### config.mk
export PLATFORM = sky130hd
export DESIGN_NAME = stuffed_frame_encoder_unit
export DESIGN_NICKNAME = d
export VERILOG_FILES = /design/src/rtl/core/sfe_pkg.sv /design/src/rtl/core/stuffed_frame_encoder_unit.sv /design/src/rtl/core/sfe_front.sv /design/src/rtl/core/sfe_queue.sv /design/src/rtl/core/sfe_back.sv
export SDC_FILE = /design/constraint.sdc
export NUM_CORES = 1
export LEC_CHECK = 0
export BUFFER_PORTS_ARGS = -buffer_cell sky130_fd_sc_hd__buf_4
export CAP_MARGIN = 15
export CORE_ASPECT_RATIO = 2
export CORE_MARGIN = 5
export CORE_UTILIZATION = 50
export CTS_CLUSTER_DIAMETER = 120
export CTS_CLUSTER_SIZE = 8
export DETAILED_ROUTE_END_ITERATION = 7
export PLACE_DENSITY = 0.67
export SLEW_MARGIN = 20
export SYNTH_ARGS = -nofsm -noshare
export SYNTH_HDL_FRONTEND = slang
export SYNTH_SLANG_ARGS = --single-unit
### constraint.sdc
create_clock -name clock -period 5.28 [get_ports clock]
set_clock_uncertainty 0.05 [all_clocks]
set_input_delay 1.584 -clock clock [delete_from_list [all_inputs] [get_ports clock]]
set_output_delay 1.584 -clock clock [all_outputs]
set_load 0.02 [all_outputs]
### src/rtl/core/sfe_pkg.sv
// Package for the stuffed frame encoder: command type, byte constants and
// slot positions shared by the front, the command queue and the back.
// No dependencies.
`default_nettype none

package sfe_pkg;

   localparam logic [7:0] MARK_BYTE   = 8'h2A;
   localparam logic [7:0] ESCAPE_BYTE = 8'h40;
   localparam logic [7:0] CHECK_BIT   = 8'h80;

   localparam int QUEUE_DEPTH_DEFAULT = 4;

   // Output slots of one command, in emission order.
   localparam int NUM_SLOTS     = 6;
   localparam int SLOT_OPEN_MK  = 0;
   localparam int SLOT_CODE     = 1;
   localparam int SLOT_DATA     = 2;
   localparam int SLOT_ESCAPE   = 3;
   localparam int SLOT_CLOSE_MK = 4;
   localparam int SLOT_CHECK    = 5;

   typedef logic [NUM_SLOTS-1:0] slot_mask_type;

   typedef struct packed {
      logic [7:0]    frame_code;
      logic [7:0]    data_byte;
      logic [7:0]    checksum;
      slot_mask_type slots;
   } cmd_type;

endpackage

`default_nettype wire

### src/rtl/core/stuffed_frame_encoder_unit.sv
// Stuffed frame encoder: byte stuffing with start marker, frame code and a
// checksum of byte sum and length. Top level joining sfe_front, sfe_queue and sfe_back.
// Depends on sfe_pkg.
// An accepted item is written into the command queue, and its output beats leave
// through the registered output stage of the back end.
// One output beat per cycle while the receiver is ready; an item gives zero to
// six output bytes (one or two for payload).
// Input beats are taken every cycle while the command queue has room.
// Reset clears the running sum and length, empties the queue and the output.
`default_nettype none

module stuffed_frame_encoder_unit #(
   parameter int QUEUE_DEPTH = sfe_pkg::QUEUE_DEPTH_DEFAULT
) (
   input  wire logic         clock,
   input  wire logic         reset,
   input  wire logic         req_tvalid,
   output logic              req_tready,
   input  wire logic [15:0]  req_tdata,   // [7:0] data_byte, [15:8] frame_code
   input  wire logic         req_tlast,   // is_last
   input  wire logic [1:0]   req_tuser,   // [0] is_first, [1] has_data
   output logic              rsp_tvalid,
   input  wire logic         rsp_tready,
   output logic [7:0]        rsp_tdata,   // out_byte
   output logic              rsp_tlast,   // end_of_frame
   output logic [0:0]        rsp_tuser    // [0] end_of_run
);
   import sfe_pkg::*;

   cmd_type cmd, head;
   logic    push, pop, empty, full, accept;

   assign req_tready = !full;
   assign accept     = req_tvalid && req_tready;

   sfe_front u_front (
      .clock      (clock),
      .reset      (reset),
      .data_byte  (req_tdata[7:0]),
      .frame_code (req_tdata[15:8]),
      .is_first   (req_tuser[0]),
      .is_last    (req_tlast),
      .has_data   (req_tuser[1]),
      .accept     (accept),
      .cmd        (cmd),
      .push       (push)
   );

   sfe_queue #(
      .DEPTH (QUEUE_DEPTH)
   ) u_queue (
      .clock    (clock),
      .reset    (reset),
      .push     (push),
      .push_cmd (cmd),
      .pop      (pop),
      .head     (head),
      .empty    (empty),
      .full     (full)
   );

   sfe_back u_back (
      .clock      (clock),
      .reset      (reset),
      .head       (head),
      .empty      (empty),
      .pop        (pop),
      .rsp_tvalid (rsp_tvalid),
      .rsp_tready (rsp_tready),
      .rsp_tdata  (rsp_tdata),
      .rsp_tlast  (rsp_tlast),
      .rsp_tuser  (rsp_tuser)
   );

endmodule

`default_nettype wire

### src/rtl/core/sfe_front.sv
// Front end of the stuffed frame encoder: accepts input beats, keeps the
// running sum and length, and turns each beat into a slot command.
// Depends on sfe_pkg.
`default_nettype none

module sfe_front (
   input  wire logic            clock,
   input  wire logic            reset,
   input  wire logic [7:0]      data_byte,
   input  wire logic [7:0]      frame_code,
   input  wire logic            is_first,
   input  wire logic            is_last,
   input  wire logic            has_data,
   input  wire logic            accept,
   output sfe_pkg::cmd_type     cmd,
   output logic                 push
);
   import sfe_pkg::*;

   logic [7:0] sum_ff, sum_in;
   logic [7:0] count_ff, count_in;
   logic [7:0] sum_new, count_new;
   logic       escape;

   always_comb begin
      sum_new   = is_first ? 8'h00 : sum_ff;
      count_new = is_first ? 8'h00 : count_ff;
      if (has_data) begin
         sum_new   = sum_new + data_byte;
         count_new = count_new + 8'd1;
      end
      escape = has_data && (data_byte == MARK_BYTE);

      cmd.frame_code             = frame_code;
      cmd.data_byte              = data_byte;
      cmd.checksum               = (sum_new ^ count_new) | CHECK_BIT;
      cmd.slots                  = '0;
      cmd.slots[SLOT_OPEN_MK]    = is_first;
      cmd.slots[SLOT_CODE]       = is_first;
      cmd.slots[SLOT_DATA]       = has_data;
      cmd.slots[SLOT_ESCAPE]     = escape;
      cmd.slots[SLOT_CLOSE_MK]   = is_last;
      cmd.slots[SLOT_CHECK]      = is_last;

      push = accept && (is_first || is_last || has_data);

      sum_in   = sum_ff;
      count_in = count_ff;
      if (accept) begin
         sum_in   = is_last ? 8'h00 : sum_new;
         count_in = is_last ? 8'h00 : count_new;
      end
   end

   always_ff @(posedge clock) begin
      if (reset) begin
         sum_ff   <= 8'h00;
         count_ff <= 8'h00;
      end else begin
         sum_ff   <= sum_in;
         count_ff <= count_in;
      end
   end

endmodule

`default_nettype wire

### src/rtl/core/sfe_queue.sv
// Command queue between the front and the back of the stuffed frame encoder.
// Small register file with read and write pointers. Depends on sfe_pkg.
`default_nettype none

module sfe_queue #(
   parameter int DEPTH = sfe_pkg::QUEUE_DEPTH_DEFAULT
) (
   input  wire logic             clock,
   input  wire logic             reset,
   input  wire logic             push,
   input  wire sfe_pkg::cmd_type push_cmd,
   input  wire logic             pop,
   output sfe_pkg::cmd_type      head,
   output logic                  empty,
   output logic                  full
);
   import sfe_pkg::*;

   localparam int PTR_W = (DEPTH > 1) ? $clog2(DEPTH) : 1;
   localparam int CNT_W = $clog2(DEPTH + 1);

   cmd_type          entry_ff [DEPTH];
   logic [PTR_W-1:0] wr_ptr_ff, wr_ptr_in;
   logic [PTR_W-1:0] rd_ptr_ff, rd_ptr_in;
   logic [CNT_W-1:0] count_ff, count_in;

   function automatic logic [PTR_W-1:0] next_ptr(input logic [PTR_W-1:0] ptr);
      return (ptr == PTR_W'(DEPTH - 1)) ? '0 : ptr + PTR_W'(1);
   endfunction

   always_comb begin
      empty     = (count_ff == '0);
      full      = (count_ff == CNT_W'(DEPTH));
      head      = entry_ff[rd_ptr_ff];
      wr_ptr_in = push ? next_ptr(wr_ptr_ff) : wr_ptr_ff;
      rd_ptr_in = pop ? next_ptr(rd_ptr_ff) : rd_ptr_ff;
      count_in  = count_ff;
      if (push && !pop) begin
         count_in = count_ff + CNT_W'(1);
      end else if (pop && !push) begin
         count_in = count_ff - CNT_W'(1);
      end
   end

   always_ff @(posedge clock) begin
      if (push) begin
         entry_ff[wr_ptr_ff] <= push_cmd;
      end
   end

   always_ff @(posedge clock) begin
      if (reset) begin
         wr_ptr_ff <= '0;
         rd_ptr_ff <= '0;
         count_ff  <= '0;
      end else begin
         wr_ptr_ff <= wr_ptr_in;
         rd_ptr_ff <= rd_ptr_in;
         count_ff  <= count_in;
      end
   end

`ifndef ASSERT_OFF
   a_no_overflow: assert property (@(posedge clock) disable iff (reset)
      push && !pop |-> !full)
      else $error("command queue written while full");

   a_no_underflow: assert property (@(posedge clock) disable iff (reset)
      pop |-> !empty)
      else $error("command queue read while empty");

   a_count_range: assert property (@(posedge clock) disable iff (reset)
      count_ff <= CNT_W'(DEPTH))
      else $error("command queue count out of range");
`endif

endmodule

`default_nettype wire

### src/rtl/core/sfe_back.sv
// Back end of the stuffed frame encoder: walks the slots of the head command
// one byte per cycle, while the output is not stalled, into the registered output stage. Depends on sfe_pkg.
`default_nettype none

module sfe_back (
   input  wire logic            clock,
   input  wire logic            reset,
   input  wire sfe_pkg::cmd_type head,
   input  wire logic            empty,
   output logic                 pop,
   output logic                 rsp_tvalid,
   input  wire logic            rsp_tready,
   output logic [7:0]           rsp_tdata,   // out_byte
   output logic                 rsp_tlast,   // end_of_frame
   output logic [0:0]           rsp_tuser    // [0] end_of_run
);
   import sfe_pkg::*;

   logic          started_ff, started_in;
   slot_mask_type remain_ff, remain_in;
   logic          valid_ff, valid_in;
   logic [7:0]    byte_ff, byte_in;
   logic          eof_ff, eof_in;
   logic          eor_ff, eor_in;

   slot_mask_type remain, pick, rest;
   logic          emit;

   always_comb begin
      remain = started_ff ? remain_ff : head.slots;
      pick   = remain & (~remain + slot_mask_type'(1));
      rest   = remain & ~pick;
      emit   = !empty && (!valid_ff || rsp_tready);
      pop    = emit && (rest == '0);

      started_in = started_ff;
      remain_in  = remain_ff;
      if (emit) begin
         started_in = (rest != '0);
         remain_in  = rest;
      end

      valid_in = valid_ff && !rsp_tready;
      byte_in  = byte_ff;
      eof_in   = eof_ff;
      eor_in   = eor_ff;
      if (emit) begin
         valid_in = 1'b1;
         eof_in   = pick[SLOT_CHECK];
         eor_in   = (rest == '0);
         byte_in  = MARK_BYTE;
         if (pick[SLOT_CODE]) begin
            byte_in = head.frame_code;
         end else if (pick[SLOT_DATA]) begin
            byte_in = head.data_byte;
         end else if (pick[SLOT_ESCAPE]) begin
            byte_in = ESCAPE_BYTE;
         end else if (pick[SLOT_CHECK]) begin
            byte_in = head.checksum;
         end
      end
   end

   always_ff @(posedge clock) begin
      if (reset) begin
         started_ff <= 1'b0;
         valid_ff   <= 1'b0;
      end else begin
         started_ff <= started_in;
         valid_ff   <= valid_in;
      end
      remain_ff <= remain_in;
      byte_ff   <= byte_in;
      eof_ff    <= eof_in;
      eor_ff    <= eor_in;
   end

   assign rsp_tvalid   = valid_ff;
   assign rsp_tdata    = byte_ff;
   assign rsp_tlast    = eof_ff;
   assign rsp_tuser[0] = eor_ff;

`ifndef ASSERT_OFF
   a_frame_end_closes_run: assert property (@(posedge clock) disable iff (reset)
      valid_ff && eof_ff |-> eor_ff)
      else $error("checksum beat does not close its run");

   a_started_holds_head: assert property (@(posedge clock) disable iff (reset)
      started_ff |-> !empty && (remain_ff != '0))
      else $error("partly sent command lost from the queue head");
`endif

endmodule

`default_nettype wire

Word level (Yosys, flattened, before mapping)
Memory sizes are Yosys's and may differ from the RTL's. A register that Yosys moved wholly into a read port is not among the register bits.
Index checks and enable logic that the tools add are counted.
{"block": "op_classes", "n_mux": 20, "add_sub_neg": 7, "reduce_logical": 21, "n_div": 0, "multipliers": 0, "n_lt_le_gt_ge": 0, "bitwise_logic": 5, "eq_ne": 4, "n_shift": 0}
{"cell": "8-bit 2-to-1 mux", "n": 10}
{"cell": "6-bit AND", "n": 2}
{"cell": "6-bit NOT", "n": 2}
{"cell": "8-bit by 1-bit adder with 8-bit output, second input constant", "n": 1}
{"cell": "8-bit adder", "n": 1}
{"cell": "8-bit by 6-bit == test with 1-bit output, second input constant", "n": 1}
{"cell": "1-bit logical AND", "n": 8}
{"cell": "2-bit 2-to-1 mux", "n": 4}
{"cell": "7-bit XOR", "n": 1}
{"cell": "6-bit by 1-bit adder with 6-bit output, second input constant", "n": 1}
{"cell": "1-bit zero test", "n": 6}
{"cell": "6-bit zero test", "n": 1}
{"cell": "3-bit 2-to-1 mux", "n": 2}
{"cell": "6-bit 2-to-1 mux", "n": 1}
{"cell": "6-bit nonzero test", "n": 1}
{"cell": "2-bit by 1-bit adder with 2-bit output, second input constant", "n": 2}
{"cell": "2-bit == test, second input constant", "n": 2}
{"cell": "3-bit by 1-bit adder with 3-bit output, second input constant", "n": 1}
{"cell": "3-bit == test, second input constant", "n": 1}
{"cell": "3-bit zero test", "n": 1}
{"cell": "1-bit logical OR", "n": 3}
{"cell": "1-bit 2-to-1 mux", "n": 3}
{"cell": "3-bit by 1-bit subtractor with 3-bit output, second input constant", "n": 1}
{"cell": "2-bit nonzero test", "n": 1}
{"block": "word_totals", "elab_cells": 69, "inputBits": 23, "regBits": 41, "latchBits": 0, "output_inout_bits": 12, "ramBits": 116, "mem_count": 1, "mem_bits_ro": 0}
{"memory": "u_queue.entry_ff", "words": 4, "width": 29, "rd": 1, "rd_ports_with_merged_regs": 1, "wr": 1, "line": "sfe_queue.sv:22", "rtl": "cmd_type entry_ff [DEPTH];"}

Longest topological paths before layout
{"block": "logic_depth", "depth_word": 11, "mapped_depth": 12, "depth_no_buf": 11}

Hierarchy
Synthesis repeated with hierarchy kept, for this count alone.
{"block": "unflattened", "hier_cells": 483, "hier_area_um2": 7173.1}
{"module": "sfe_queue", "area_per_inst_um2": 4768.3, "n_inst": 1, "cells_per_inst": 200}
{"module": "sfe_front", "area_per_inst_um2": 1411.4, "n_inst": 1, "cells_per_inst": 188}
{"module": "sfe_back", "area_per_inst_um2": 983.4, "n_inst": 1, "cells_per_inst": 93}
{"module": "stuffed_frame_encoder_unit", "area_per_inst_um2": 10.0, "n_inst": 1, "cells_per_inst": 2}

Least setup slack after synthesis
OpenSTA, ideal clock, no wires.
{"block": "synth_timing", "path_kind": "in2reg", "start": "input port req_tuser[0]", "end": "memory u_queue.entry_ff[0][12] in the netlist's numbering, data pin", "path_buffers": 2, "t_arrival_ns": 3.767, "cell_stages": 10, "required_ns": 4.945, "path_slack_ns": 1.177, "setup_time_ns": 0.285, "path_cell_list": "clkbuf_1 buf_1 nor2b_1 ha_1 fa_1 a21o_1 a21oi_1 nor4_1 nor3_1 xnor2_1"}
{"element": "start: declaration", "line": "stuffed_frame_encoder_unit.sv:21", "rtl": "input wire logic [1:0] req_tuser,"}
{"element": "end: declaration", "line": "sfe_queue.sv:22"}

==> impl_metrics.py <==
metrics = {
    "status": {
        "status": "complete, no violations",
    },
    "synthesis": {
        "yosys.area.top_type": "edfxtp_1",
        "ys_types": 55,
        "synthesis.nets": 458,
        "synth_area_um2": 6460,
        "netlist_top_cells_area": "edfxtp_1 (57%), mux4_2 (9.1%), dfxtp_1 (7.7%), ha_1 (2.5%), nor2_1 (1.7%)",
        "ys_seq_area_share_pct": 64.9,
        "async_reset_ff_share_pct": 0,
        "yosysWarnings": 0,
        "synthCells": 420,
        "yosysTopAreaCellShare_pct": 57.2,
        "syn_avg_cell_area_um2": 15.4,
        "synthFlopType": "edfxtp_1",
        "synth-edff-count": 123,
        "synth_seq_cells": 148,
    },
    "layout": {
        "fin_nets": 501,
        "syn_to_final_growth_pct": 15.5,
        "fin_area_um2": 7460,
        "drive_above_1_share_pct": 23.3,
        "fillers": 1002,
        "final_common_cell": "edfxtp_1",
        "diodes": 0,
        "layout_common_cells": "edfxtp_1 (123), buf_4 (42), nor2_1 (30), mux4_2 (26), dfxtp_1 (24)",
        "post-route-util_pct": 59.1,
    },
    "timing": {
        "tns_ns": 0,
        "finalSetupViolations": 0,
        "drv_slew": 0,
        "hold_viol_final": 0,
        "slew_headroom_pct": 59.6,
        "grt_setup_unrepaired": "no",
        "min_period_ns": 3.61,
        "tightest_slew_ns": 0.600,
        "fin_crit_sh_pct": 68.4,
        "fmax_mhz": 277,
    },
    "critical_path": {
        "cp_cell_sequence": "buf_4, nor2b_1, ha_1, fa_1, a21o_1, a21oi_1, nor4_1, nor3_1, xnor2_1",
        "end_kind": "flop",
        "path_max_fanout": 25,
        "path_class": "in -> reg",
        "crit_arrival_ns": 3.69,
        "cpLargestDelayFamily": "adder cells",
        "worst_path_max_delay_cell": "fa_1",
        "critPathMaxStageDelay_ns": 0.40,
        "worstPathRequired_ns": 5.35,
        "path_buf_inv": 1,
        "startpoint_type": "input pin",
    },
    "floorplan": {
        "core_um2": 12600,
        "die_w_um": 90.4,
        "die_y_um": 171,
        "start_util_pct": 51.2,
        "rows": 58,
        "pin_count": 35,
        "fp.dieArea_um2": 15400,
    },
    "cts": {
        "cts_root_buf": "clkbuf_16",
        "cts_hold_buf": 0,
        "cts_made_buffers": 17,
        "cts_buffer_depth": 2,
        "post_cts_resized": 0,
        "postCtsSetupRepairBufs": 0,
        "htreeDepth": 4,
        "cts_tree": "built",
        "cts.sinks": 148,
        "clk-insertion-delay-late_ns": 0.41,
        "path_clk_slew_ns": 0.06,
    },
    "run": {
        "cap_violations": 0,
    },
    "power_and_ir_drop": {
        "p_leak_nw": 2.57,
        "p_switching_mw": 1.04,
        "p_int_mw": 2.52,
        "clock_power_share_pct": 32.5,
        "p_total_mw": 3.56,
        "seq_power_share_pct": 43.9,
        "vdd_drop_max_mv": 0.361,
        "powerDensity_nw_per_um2": 477,
        "swShare_pct": 29.2,
        "p_comb_share_pct": 23.6,
    },
    "route": {
        "vias": 3710,
        "routed_wl_mm": 12.8,
        "via_per_inst": 5.93,
        "route.detailed.drc": 0,
        "drt_iter0_drc": 161,
        "wl_per_cell_um": 20.5,
        "dr.pass1.iters": 4,
        "ant_nets": 0,
    },
    "grt": {
        "grt_usage_pct": 17.5,
        "overflow": 0,
        "first_global_vias": 3974,
        "grt_max_degree": 28,
        "grt_pass1_wl_mm": 20.7,
        "antenna_found_initial": 0,
    },
    "placement": {
        "dp_hpwl_mm": 8.74,
        "globalplace.congestion": 0.850,
        "port_buffers": 34,
        "place_area_um2": 6890,
    },
    "worst_hold_path": {
        "min-delay-path-class": "reg -> reg",
    },
}
through the flow:
step / setup WS [ns] / cells / hold slack (ns)
detailed placement: 1.27 / 594 / 0.399
floorplan: 1.18 / 420 / 0.377
global route: 1.42 / 626 / 0.415
global placement: 1.35 / 594 / 0.387
finish: 1.67 / 626 / 0.401
CTS: 1.61 / 626 / 0.408
sequential cells by signal, summed over array words and instances, names as in the netlist, named ones only:
register	count
u_queue.entry_ff	108
u_back.rsp_tdata	8
u_front.count_ff	7
u_front.sum_ff	7
u_back.remain_ff	5
u_queue.count_ff	3
u_queue.rd_ptr_ff	2
u_queue.wr_ptr_ff	2
u_back.rsp_tlast	1
u_back.rsp_tuser	1
u_back.rsp_tvalid	1
u_back.started_ff	1
final cells by class:
class	instances	area [µm²]	share of cell area, %
flip-flops and latches	148	4200	56.2
multi-input cells	242	2150	28.8
clock buffers	17	425	5.70
repair buffers	42	315	4.22
well taps	150	188	2.51
clock inverters	15	146	1.96
inverters	12	45.0	0.604
power by group through the flow:
stage,clock network [mW],logic [mW],registers [mW]
floorplan,0,0.561,1.61
finish,1.16,0.842,1.56
detailed placement,0,0.856,1.59
global placement,0,0.838,1.58
CTS,1.18,0.860,1.57
global route,1.23,0.926,1.58
worst min-delay path: stages (launching register included):
cell     delay (ns)
dfxtp_1        0.31
nand2_1        0.05
a21oi_1        0.05
cells in the mapped netlist, drive strengths merged (2+ instances only):
| cell type | number |
|---|---|
| buf | 6 |
| nand3 | 3 |
| nor3b | 3 |
| nand4 | 4 |
| nor4 | 4 |
| a22oi | 9 |
| nor2 | 30 |
| nor2b | 12 |
| or4 | 2 |
| xor2 | 8 |
| o211ai | 4 |
| nor3 | 10 |
| ha | 13 |
| xnor2 | 11 |
| mux2i | 11 |
| a21o | 4 |
| o21ai | 8 |
| dfxtp | 25 |
| or3 | 4 |
| a21boi | 2 |
| nand3b | 3 |
| inv | 11 |
| clkbuf | 12 |
| edfxtp | 123 |
| nor4b | 4 |
| nand2b | 7 |
| a21oi | 19 |
| fa | 2 |
| a221o | 4 |
| and2 | 6 |
| mux4 | 27 |
| nand2 | 15 |
per-layer routing:
layer	vias up	wire length [µm]	GRT usage (%)
met5	-	0	0
met2	84	7250	33.2
met4	0	476	9.20
met1	1867	4720	18.0
li1	1726	-	-
met3	33	356	3.39
final timing paths:
| path | startpoint | to | slack [ns] | cells past startpoint |
|---|---|---|---|---|
| worst min register to register | u_front.sum_ff[4]$_SDFFE_PP0P_ | u_front.sum_ff[4]$_SDFFE_PP0P_ | 0.40 | 2 |
| worst max-delay path | req_tuser[0] | u_queue.entry_ff[1][12]$_DFFE_PP_ | 1.67 | 9 |
| worst max register to register | flop | u_queue.count_ff[2]$_SDFFE_PP0P_ | 1.68 | 12 |
| worst min-delay path | u_front.sum_ff[4]$_SDFFE_PP0P_ | u_front.sum_ff[4]$_SDFFE_PP0P_ | 0.40 | 2 |
logic make-up (layout without fill, tap and decap cells):
family / after synthesis / count (layout) / synth area share, %
AOI/OAI and AO/OA: 58 / 58 / 6.37
xor gates and xnor gates: 19 / 19 / 2.58
adders and majority gates: 16 / 16 / 3.29
buffers and inverters: 30 / 86 / 1.88
DFF: 148 / 148 / 64.9
muxes: 38 / 38 / 11.6
and+or+nand+nor: 111 / 111 / 9.39
No activity file was read; power rests on OpenSTA's default activity.
